## config.mk

```make
export PLATFORM = sky130hd
export DESIGN_NAME = flash_led_pulse_controller
export DESIGN_NICKNAME = d
export VERILOG_FILES = /design/src/rtl/flpc_pkg.sv /design/src/rtl/flash_led_pulse_controller.sv
export SDC_FILE = /design/constraint.sdc
export NUM_CORES = 1
export LEC_CHECK = 0
export ABC_AREA = 1
export BUFFER_PORTS_ARGS = -buffer_cell sky130_fd_sc_hd__clkbuf_2
export CAP_MARGIN = 30
export CORE_MARGIN = 5
export CORE_UTILIZATION = 31
export CTS_BUF_LIST = sky130_fd_sc_hd__clkbuf_2 sky130_fd_sc_hd__clkbuf_4 sky130_fd_sc_hd__clkbuf_8
export CTS_CLUSTER_DIAMETER = 80
export CTS_CLUSTER_SIZE = 28
export DETAILED_ROUTE_END_ITERATION = 7
export GPL_TIMING_DRIVEN = 0
export MAX_ROUTING_LAYER = met4
export PLACE_DENSITY_LB_ADDON = 0.25
export SLEW_MARGIN = 40
export SYNTH_ARGS = -nofsm -noshare
export SYNTH_HDL_FRONTEND = slang
export SYNTH_SLANG_ARGS = --single-unit
```

## constraint.sdc

```tcl
create_clock -name clk_i -period 7.1 [get_ports clk_i]
set_input_delay 1.065 -clock clk_i [delete_from_list [all_inputs] [get_ports clk_i]]
set_output_delay 1.065 -clock clk_i [all_outputs]
set_load 0.05 [all_outputs]
```

## src/rtl/flpc_pkg.sv

```systemverilog
package flpc_pkg;

  typedef enum logic [1:0] {
    OP_TICK = 2'd0,
    OP_ON   = 2'd1,
    OP_OFF  = 2'd2,
    OP_SEND = 2'd3
  } flpc_op_e;

  typedef struct packed {
    flpc_op_e    operation;
    logic [7:0]  byte_value;
  } flpc_in_t;

  typedef struct packed {
    logic enable_pin;
    logic mode_pin;
    logic busy_res;
    logic timed_out;
  } flpc_out_t;

  localparam int PhaseW   = 10;
  localparam int CountW   = 4;
  localparam int ElapsedW = 26;
  localparam int DutyW    = 5;
  localparam int TimeoutW = 16;

  localparam logic [PhaseW-1:0] TWait    = 10'd100;
  localparam logic [PhaseW-1:0] TPulseLo = 10'd40;
  localparam logic [PhaseW-1:0] TPulseHi = 10'd80;
  localparam logic [PhaseW-1:0] TStart   = 10'd30;
  localparam logic [PhaseW-1:0] TEodLow  = 10'd20;
  localparam logic [PhaseW-1:0] TEodEnd  = 10'd1020;

  localparam logic [CountW-1:0]   BitsPerByte = 4'd8;
  localparam logic [ElapsedW-1:0] ElapsedMax  = 26'h3FF_FFFF;

  localparam logic [2:0] AddrDuty    = 3'd0;
  localparam logic [2:0] AddrTimeout = 3'd4;

endpackage

```

## src/rtl/flash_led_pulse_controller.sv

```systemverilog
// Channel  | Signals                                | Transaction when
// ---------+----------------------------------------+---------------------------
// in       | in_valid_i, in_stall_o, in_data_i      | in_valid_i && !in_stall_o
// out      | out_valid_o, out_stall_i, out_data_o   | out_valid_o && !out_stall_i
// config   | psel, penable, pwrite, paddr, pwdata   | psel && penable && pwrite
//
// One item per cycle while in_stall_o is low: the state update and the result are formed
// in the cycle of acceptance, and the result is registered in the output or skid register.
// A two-entry output stage (result register plus skid register) absorbs a stall;
// in_stall_o rises only once both entries hold results.
// Reset clears the pins, the sequence, the timeout and the registers (duty -1).
module flash_led_pulse_controller #(
  parameter int TICKS_PER_MS   = 1000,
  parameter int MAX_PULSE_DUTY = 11
) (
  input  logic                clk_i,
  input  logic                rst_ni,
  input  logic                in_valid_i,
  output logic                in_stall_o,
  input  flpc_pkg::flpc_in_t  in_data_i,
  output logic                out_valid_o,
  input  logic                out_stall_i,
  output flpc_pkg::flpc_out_t out_data_o,
  input  logic                psel,
  input  logic                penable,
  input  logic                pwrite,
  input  logic [2:0]          paddr,
  input  logic [31:0]         pwdata,
  output logic [31:0]         prdata,
  output logic                pready
);
  import flpc_pkg::*;

  localparam int TickW = $clog2(TICKS_PER_MS + 1);
  localparam int ProdW = (TimeoutW + TickW > ElapsedW) ? TimeoutW + TickW : ElapsedW;
  localparam logic [TickW-1:0]       TicksMs = TickW'(TICKS_PER_MS);
  localparam logic signed [DutyW-1:0] MaxDuty = DutyW'(MAX_PULSE_DUTY);

  typedef enum logic [2:0] {
    PH_IDLE, PH_WAIT, PH_PLOW, PH_PHIGH, PH_START, PH_BLOW, PH_BHIGH, PH_EOD
  } phase_e;

  logic signed [DutyW-1:0] duty_q;
  logic [TimeoutW-1:0]     timeout_ms_q;
  logic [ElapsedW-1:0]     limit_q, limit_d;
  logic [ElapsedW-1:0]     target_q, target_d;
  logic [ElapsedW-1:0]     elapsed_q, elapsed_d, elapsed_inc;
  logic                    run_q, run_d;
  phase_e                  phase_q, phase_d;
  logic [PhaseW-1:0]       pm_q, pm_d, pm_inc;
  logic [CountW-1:0]       cnt_q, cnt_d, cnt_dec;
  logic [7:0]              shift_q, shift_d;
  logic                    en_q, en_d;
  logic                    mode_q, mode_d;
  logic                    fired;
  logic [ProdW-1:0]        prod;
  logic                    cfg_wr;
  logic                    in_acc;
  logic                    out_take;
  flpc_out_t               res;
  flpc_out_t               out_q, skid_q;
  logic                    out_valid_q, skid_valid_q;

  assign pready = 1'b1;
  assign cfg_wr = psel && penable && pwrite;
  assign prdata = paddr[2] ? {16'd0, timeout_ms_q} : {{(32-DutyW){duty_q[DutyW-1]}}, duty_q};

  assign prod = ProdW'(pwdata[TimeoutW-1:0]) * ProdW'(TicksMs);
  assign limit_d = (prod > ProdW'(ElapsedMax)) ? ElapsedMax : prod[ElapsedW-1:0];

  always_ff @(posedge clk_i or negedge rst_ni) begin
    if (!rst_ni) begin
      duty_q       <= '1;
      timeout_ms_q <= '0;
      limit_q      <= '0;
    end else if (cfg_wr) begin
      if (paddr[2] == AddrTimeout[2]) begin
        timeout_ms_q <= pwdata[TimeoutW-1:0];
        limit_q      <= limit_d;
      end else begin
        duty_q <= pwdata[DutyW-1:0];
      end
    end
  end

  assign in_stall_o = skid_valid_q;
  assign in_acc     = in_valid_i && !in_stall_o;
  assign out_take   = out_valid_q && !out_stall_i;

  assign pm_inc      = pm_q + 1'b1;
  assign cnt_dec     = cnt_q - 1'b1;
  assign elapsed_inc = (elapsed_q < ElapsedMax) ? elapsed_q + 1'b1 : elapsed_q;

  always_comb begin
    phase_d   = phase_q;
    pm_d      = pm_q;
    cnt_d     = cnt_q;
    shift_d   = shift_q;
    en_d      = en_q;
    mode_d    = mode_q;
    run_d     = run_q;
    elapsed_d = elapsed_q;
    target_d  = target_q;
    fired     = 1'b0;
    if (in_acc) begin
      case (in_data_i.operation)
        OP_TICK: begin
          if (phase_q != PH_IDLE) begin
            pm_d = pm_inc;
            case (phase_q)
              PH_WAIT: begin
                if (pm_inc >= TWait) begin
                  pm_d = '0;
                  if (cnt_q == '0) begin
                    phase_d = PH_IDLE;
                    en_d    = 1'b1;
                  end else begin
                    phase_d = PH_PLOW;
                    en_d    = 1'b0;
                  end
                end
              end
              PH_PLOW: begin
                if (pm_inc >= TPulseLo) begin
                  phase_d = PH_PHIGH;
                  pm_d    = '0;
                  en_d    = 1'b1;
                end
              end
              PH_PHIGH: begin
                if (pm_inc >= TPulseHi) begin
                  cnt_d = cnt_dec;
                  pm_d  = '0;
                  if (cnt_dec == '0) begin
                    phase_d = PH_IDLE;
                    en_d    = 1'b1;
                  end else begin
                    phase_d = PH_PLOW;
                    en_d    = 1'b0;
                  end
                end
              end
              PH_START: begin
                if (pm_inc >= TStart) begin
                  phase_d = PH_BLOW;
                  pm_d    = '0;
                  en_d    = 1'b0;
                end
              end
              PH_BLOW: begin
                if (pm_inc >= (shift_q[7] ? TPulseLo : TPulseHi)) begin
                  phase_d = PH_BHIGH;
                  pm_d    = '0;
                  en_d    = 1'b1;
                end
              end
              PH_BHIGH: begin
                if (pm_inc >= (shift_q[7] ? TPulseHi : TPulseLo)) begin
                  shift_d = {shift_q[6:0], 1'b0};
                  cnt_d   = cnt_dec;
                  pm_d    = '0;
                  en_d    = 1'b0;
                  phase_d = (cnt_dec == '0) ? PH_EOD : PH_BLOW;
                end
              end
              PH_EOD: begin
                if (pm_inc >= TEodEnd) begin
                  phase_d = PH_IDLE;
                  pm_d    = '0;
                  en_d    = 1'b1;
                end else if (pm_inc >= TEodLow) begin
                  en_d = 1'b1;
                end
              end
              default: begin
                phase_d = PH_IDLE;
                pm_d    = '0;
              end
            endcase
          end
          if (run_q) begin
            elapsed_d = elapsed_inc;
            if (elapsed_inc >= target_q) begin
              en_d      = 1'b0;
              mode_d    = 1'b0;
              phase_d   = PH_IDLE;
              pm_d      = '0;
              cnt_d     = '0;
              run_d     = 1'b0;
              elapsed_d = '0;
              fired     = 1'b1;
            end
          end
        end
        OP_ON: begin
          if (phase_q == PH_IDLE) begin
            if (timeout_ms_q != '0) begin
              target_d  = limit_q;
              run_d     = 1'b1;
              elapsed_d = '0;
            end
            if (duty_q <= MaxDuty) begin
              mode_d  = 1'b0;
              cnt_d   = (duty_q > 0) ? duty_q[CountW-1:0] : '0;
              phase_d = PH_WAIT;
              pm_d    = '0;
              en_d    = 1'b1;
            end else begin
              mode_d = 1'b1;
            end
          end
        end
        OP_OFF: begin
          if (phase_q == PH_IDLE) begin
            en_d      = 1'b0;
            mode_d    = 1'b0;
            phase_d   = PH_IDLE;
            pm_d      = '0;
            cnt_d     = '0;
            run_d     = 1'b0;
            elapsed_d = '0;
          end
        end
        OP_SEND: begin
          if (phase_q == PH_IDLE) begin
            shift_d = in_data_i.byte_value;
            cnt_d   = BitsPerByte;
            phase_d = PH_START;
            pm_d    = '0;
            en_d    = 1'b1;
          end
        end
        default: begin
          phase_d = phase_q;
        end
      endcase
    end
    res.enable_pin = en_d;
    res.mode_pin   = mode_d;
    res.busy_res   = (phase_d != PH_IDLE);
    res.timed_out  = fired;
  end

  always_ff @(posedge clk_i or negedge rst_ni) begin
    if (!rst_ni) begin
      phase_q   <= PH_IDLE;
      pm_q      <= '0;
      cnt_q     <= '0;
      shift_q   <= '0;
      en_q      <= 1'b0;
      mode_q    <= 1'b0;
      run_q     <= 1'b0;
      elapsed_q <= '0;
      target_q  <= '0;
    end else begin
      phase_q   <= phase_d;
      pm_q      <= pm_d;
      cnt_q     <= cnt_d;
      shift_q   <= shift_d;
      en_q      <= en_d;
      mode_q    <= mode_d;
      run_q     <= run_d;
      elapsed_q <= elapsed_d;
      target_q  <= target_d;
    end
  end

  always_ff @(posedge clk_i or negedge rst_ni) begin
    if (!rst_ni) begin
      out_valid_q  <= 1'b0;
      skid_valid_q <= 1'b0;
    end else if (!out_valid_q || out_take) begin
      if (skid_valid_q) begin
        out_valid_q  <= 1'b1;
        skid_valid_q <= in_acc;
      end else begin
        out_valid_q <= in_acc;
      end
    end else if (in_acc) begin
      skid_valid_q <= 1'b1;
    end
  end

  always_ff @(posedge clk_i) begin
    if (!out_valid_q || out_take) begin
      if (skid_valid_q) begin
        out_q <= skid_q;
        if (in_acc) begin
          skid_q <= res;
        end
      end else if (in_acc) begin
        out_q <= res;
      end
    end else if (in_acc) begin
      skid_q <= res;
    end
  end

  assign out_valid_o = out_valid_q;
  assign out_data_o  = out_q;

  a_skid_needs_out: assert property (@(posedge clk_i) disable iff (!rst_ni)
    skid_valid_q |-> out_valid_q)
    else $error("skid entry held without a result in the output register");

  a_skid_fill_on_stall: assert property (@(posedge clk_i) disable iff (!rst_ni)
    $rose(skid_valid_q) |-> $past(out_valid_q && out_stall_i && in_acc))
    else $error("skid entry filled without a stalled output");

  a_idle_no_count: assert property (@(posedge clk_i) disable iff (!rst_ni)
    (phase_q == PH_IDLE) |-> (cnt_q == '0))
    else $error("pulse or bit count left over in idle");

  a_stopped_timer_clear: assert property (@(posedge clk_i) disable iff (!rst_ni)
    !run_q |-> (elapsed_q == '0))
    else $error("elapsed time kept while the timeout is stopped");

  a_fire_drops_pins: assert property (@(posedge clk_i) disable iff (!rst_ni)
    (in_acc && fired) |=> (!en_q && !mode_q && phase_q == PH_IDLE && !run_q))
    else $error("timeout fired without switching the lamp off");

endmodule

```

Word-level counts from Yosys, hierarchy flattened
Index checks and enable logic that the tools add are counted.
{"block": "word_totals", "register_bits": 137, "word_cells": 198}
{"block": "classes", "add_sub_neg": 3, "mul": 1, "order_cmp": 13, "eq_ne": 21, "mux": 108, "n_bitwise": 1, "n_reduce_logical": 29}
{"operator": "$mux 26", "count": 7}
{"operator": "$mux 10", "count": 13}
{"operator": "$pmux 26 s3", "count": 1}
{"operator": "$pmux 10 s7", "count": 1}
{"operator": "$mux 4", "count": 15}
{"operator": "$mux 3", "count": 15}
{"operator": "$mux 1", "count": 36}
{"operator": "$mux 32", "count": 1}
{"operator": "$mux 8", "count": 4}
{"operator": "$pmux 10 s3", "count": 1}
{"operator": "$add 26x1->26 const B", "count": 1}
{"operator": "$ge 26x26->1", "count": 1}
{"operator": "$gt 26x26->1 const B", "count": 1}
{"operator": "$lt 26x26->1 const B", "count": 1}
{"operator": "$mul 16x7->23 const B", "count": 1}
{"operator": "$pmux 3 s7", "count": 1}
{"operator": "$ge 10x5->1 const B", "count": 2}
{"operator": "$ge 10x7->1", "count": 2}
{"operator": "$ge 10x7->1 const B", "count": 2}
{"operator": "$ne 2x2->1 const B", "count": 9}
{"operator": "$pmux 4 s4", "count": 1}
{"operator": "$pmux 8 s2", "count": 1}
{"operator": "$reduce_bool 16->1", "count": 1}
{"operator": "$mux 7", "count": 2}
{"operator": "32 further kinds", "count": 56}

Depth between registers and ports, before layout
{"block": "depth", "word_depth": 14, "mapped_depth": 30}

Worst setup path after synthesis
OpenSTA, ideal clock, no wires.
{"block": "synth_timing", "path_kind": "input to register", "startpoint": "input port pwdata[0]", "endpoint": "register limit_q[21]", "setup_time_ps": 130, "arrival_ps": 4656, "required_ps": 6970, "setup_slack_ps": 2314, "cell_stages": 16, "path_cell_list": "fa_1 -> fa_1 -> inv_1 -> fa_1 -> inv_1 -> fa_1 -> ha_1 -> nand2_1 -> nand2_1 -> a21oi_1 -> o21ai_1 -> a21oi_1 -> o21bai_1 -> or2_2 -> nand3_1 -> o21ai_0"}
{"block": "synth_between", "elab_chain_len": 3}
{"item": "start, declared", "line": "flash_led_pulse_controller.sv:28", "source": "input logic [31:0] pwdata,"}
{"item": "$mul 16x7->23 *", "line": "flash_led_pulse_controller.sv:68", "source": "assign prod = ProdW'(pwdata[TimeoutW-1:0]) * ProdW'(TicksMs);"}
{"item": "$gt 26x26->1", "line": "flash_led_pulse_controller.sv:69", "source": "assign limit_d = (prod > ProdW'(ElapsedMax)) ? ElapsedMax : prod[ElapsedW-1:0];"}
{"item": "$mux 26 *", "line": "flash_led_pulse_controller.sv:69"}
{"item": "end signal, assigned", "line": "flash_led_pulse_controller.sv:79", "source": "limit_q <= limit_d;"}
{"item": "end, declared", "line": "flash_led_pulse_controller.sv:45", "source": "logic [ElapsedW-1:0] limit_q, limit_d;"}
Mark *: on every way between the ends. The rest lies on a longest branch, timed or not.
A chain may end at the register's enable or synchronous reset.

Final worst setup path
{"block": "layout_timing", "startpoint": "input port pwdata[3]", "endpoint": "register limit_q[22]"}
The elaborated chain is that of the path after synthesis.

==> impl_metrics.csv <==
group,metric,value,unit
outcome,status,"finished, final reports clean",
drt,wirelength,26800,µm
power,netSwitchingPower,1730,µW
critical_path,end_kind,"flop",
clock_tree,post_cts_buffers,0,
critical_path,crit_type,"primary input to flop",
synth,ys_async_sr_fraction,93.8,%
floorplanning,die-area,0.0381,mm²
critical_path,rrSetupSlack,2.64,ns
clock_tree,cts_tree,"built",
sta,tightest_slew,0.660,ns
power,seqPwrFrac,28.6,%
synth,yosysSeqAreaShare,30.8,%
sta,max_slew_margin,56.0,%
power,p_clk_share,18.6,%
global_route,grt_pass1_wl,45200,µm
sta,skew,0.0179,ns
layout,regArea,0.00327,mm²
critical_path,cp-start-kind,"primary input",
clock_tree,post_cts_resize_count,0,
placement,dpl.hpwl,21800,µm
critical_path,critical_path.startpoint,"pwdata[3]",
min_path,min_path_type,"flop to flop",
power,switching_share,46.5,%
clock_tree,insertion_delay,0.46,ns
clock_tree,clock_sinks,129,
drt,vias_per_cell,4.77,
floorplanning,ioPinCount,91,
layout,fin_util,35.6,%
clock_tree,clockBufferDepth,2,
layout,n_antenna_cell,0,
power,p_int,1990,µW
placement,gp_congestion,0.851,
min_path,hold-path-endpoint,"limit_q[7]$_DFFE_PN0P_",
drt,wl_per_cell,14.2,µm
critical_path,cp_data_required_time,7.43,ns
sta,fin_tns_setup,0,ns
sta,final-hold-violation-count,0,
global_route,grt_pass1_vias,8966,
layout,area_growth,13.1,%
global_route,grt_overflow,0,
critical_path,worstPathMaxFanout,5,
synth,synth_nets,1535,
layout,final_cell_area,0.0120,mm²
drt,drcViolationCount,0,
floorplanning,start_util,31.5,%
layout,fillers,3591,
synth,synth_top_flop_cell,"dfrtp_1",
placement,placed_cell_area,0.0116,mm²
layout,drive_gt1_share,12.9,%
global_route,track_usage,14.8,%
synth,syn_area,0.0106,mm²
critical_path,crit-reg2reg-launch,"elapsed_q[0]$_DFFE_PN0P_",
run,max_cap_violations,0,
drt,drtIter0Drc,426,
clock_tree,cts_buffers,17,
synth,synthCells,1335,
synth,synth_cell_types,58,
floorplanning,die_w,195,µm
critical_path,arrival,5.35,ns
global_route,antenna_found_initial,0,
sta,setup_viol,0,
drt,vias,9005,
drt,postRouteAntennaNets,0,
layout,multi_input_area,0.00625,mm²
power,combPwrFrac,52.8,%
floorplanning,placement_rows,67,
critical_path,crit_top_cell,"fa_1",
critical_path,ff2ff_path_depth,30,
sta,period_needed,5.01,ns
critical_path,path_cells,"clkbuf_2 -> inv_1 -> fa_1 -> fa_1 -> fa_1 -> inv_1 -> fa_1 -> ha_1 -> inv_1 -> nor3_1 -> a21oi_1 -> o21ai_0 -> nand3_1 -> nand2_1 -> xor2_1 -> o21ai_0",
power,leakagePower,0.00601,µW
sta,hold_slack,0.478,ns
synth,synth_edf_count,8,
sta,slew_violations,0,
drt,first_pass_iters,5,
synth,yosysWarnings,0,
synth,ys_ff_latch,129,
min_path,whs_path_depth,2,
clock_tree,clockRootBuffer,"clkbuf_8",
clock_tree,cts-htree-levels,4,
synth,postSynthAreaPerCell,7.96,µm²
clock_tree,path_clk_slew,0.09,ns
power,power_density,310,mW/mm²
global_route,grt_start_max_net_pins,49,
clock_tree,cts_hold_buf,0,
sta,rsz0062_at_grt,"false",
layout,fin_nets,1626,
critical_path,cp_slowest_cell,"fa_1",
critical_path,max_stage_delay,0.55,ns
placement,io_buffers,70,
sta,clock.fmax,199,MHz
min_path,holdCritStartpoint,"limit_q[7]$_DFFE_PN0P_",
floorplanning,core,0.0337,mm²
layout,fin_cells,1887,
power,vdd.ir_drop.worst,0.000151,V
sta,fin_crit_sh,70.6,%
critical_path,r2r_end,"out_data_o[2]$_DFFE_PP_",
placement,dp.cells,1855,
floorplanning,die_h,195,µm
[layout make-up]
type / count / share of cell area, %
multi-input combinational: 933 / 52.0
sequential: 129 / 27.3
inverter: 230 / 7.19
tap: 448 / 4.67
timing repair buffer: 72 / 3.39
buffer: 43 / 2.03
clock buffer: 18 / 2.01
clock inverter: 14 / 1.42
[power by group through the flow]
stage	Sequential, µW	Combinational, µW	Clock, µW
after CTS	1070	1990	714
final	1070	1970	691
after global placement	1080	1960	0
after floorplan	1060	1510	0
after detailed placement	1080	1980	0
after global routing	1090	2280	740
[cell usage in the layout (no fill, tap or decap), types with 3 or more instances in the layout]
cell / netlist / final
fa_1: 54 / 54
ha_1: 94 / 94
nand3_2: 6 / 6
nor2_1: 87 / 86
nor2_4: 3 / 4
o21ai_1: 10 / 10
xnor2_1: 9 / 9
nor4_1: 8 / 8
a21oi_1: 68 / 68
dfstp_2: 5 / 5
o21ai_0: 115 / 115
buf_4: 17 / 17
inv_8: 0 / 4
inv_1: 225 / 225
buf_2: 3 / 3
xor2_1: 30 / 30
edfxtp_1: 8 / 8
nor2_2: 14 / 14
nand2_2: 13 / 13
a31oi_1: 3 / 3
clkbuf_2: 0 / 69
clkbuf_8: 0 / 18
nor3_1: 24 / 24
clkbuf_1: 21 / 21
a21boi_0: 3 / 3
nand4_1: 20 / 20
inv_2: 4 / 4
o31ai_1: 4 / 4
o22ai_1: 12 / 12
nand2_1: 255 / 255
dfrtp_1: 116 / 116
inv_6: 0 / 4
nand3_1: 53 / 53
a22o_1: 3 / 3
o211ai_1: 11 / 11
[synth_stat cells (6+ instances only)]
master	instances	share of area, %
inv_1	225	8.0
o211ai_1	11	0.78
clkbuf_1	21	0.74
xor2_1	30	2.5
nand3_1	53	2.5
edfxtp_1	8	2.3
a21oi_1	68	3.2
nand3_2	6	0.57
xnor2_1	9	0.74
ha_1	94	11
nand2_2	13	0.77
nor4_1	8	0.47
o22ai_1	12	0.71
nand4_1	20	1.2
nor2_2	14	0.82
nand2_1	255	9.0
fa_1	54	10
nor2_1	87	3.1
o21ai_0	115	5.4
nor3_1	24	1.1
o21ai_1	10	0.47
dfrtp_1	116	27
buf_4	17	1.2
[metrics by stage]
stage                     total power [µW]  setup WS, ns
after global routing                  4110          1.76
after global placement                3040          1.61
final                                 3720          2.09
after floorplan                       2570          2.31
after CTS                             3770          2.10
after detailed placement              3060          1.61
[worst max-delay path: cells and delay by family]
kind            cells  cell delay [ns]
simple gates        3             0.59
fa+ha+maj           5             2.38
xor+xnor            1             0.15
buf+inv             4             0.49
compound gates      3             0.68
[kinds of logic after synthesis]
group,count (synthesis),share of synthesized area (%)
compound gates,251,13.5
buf+inv,273,10.4
flops,129,30.8
fa+ha+maj,148,21.3
simple gates,493,20.6
other cells,1,0.0353
mux,1,0.106
xor+xnor,39,3.22
[how the worst max path moves through the flow]
stage,endpoint,cells past startpoint
CTS,limit_q[22]$_DFFE_PN0P_,16
detailed placement,limit_q[22]$_DFFE_PN0P_,16
global route,limit_q[22]$_DFFE_PN0P_,16
floorplan,limit_q[21]$_DFFE_PN0P_,16
finish,limit_q[22]$_DFFE_PN0P_,16
global placement,limit_q[22]$_DFFE_PN0P_,16
[sequential cells by signal (all words and copies together) (netlist names), 3 cells and up]
signal and cells:
elapsed_q 26, target_q 23, phase_q 3, skid_q 4
timeout_ms_q 16, duty_q 5, limit_q 21, out_data_o 4
cnt_q 4, shift_q 8, pm_q 10
[layer usage]
metal / track usage [%] / routed length, µm / up-vias
met2: 24.3 / 12800 / 143
met1: 19.9 / 13000 / 4325
met3: 1.91 / 810 / 16
met5: - / 0 / -
met4: 3.03 / 269 / 0
li1: - / - / 4521
Power figures use the tool's default switching activity.
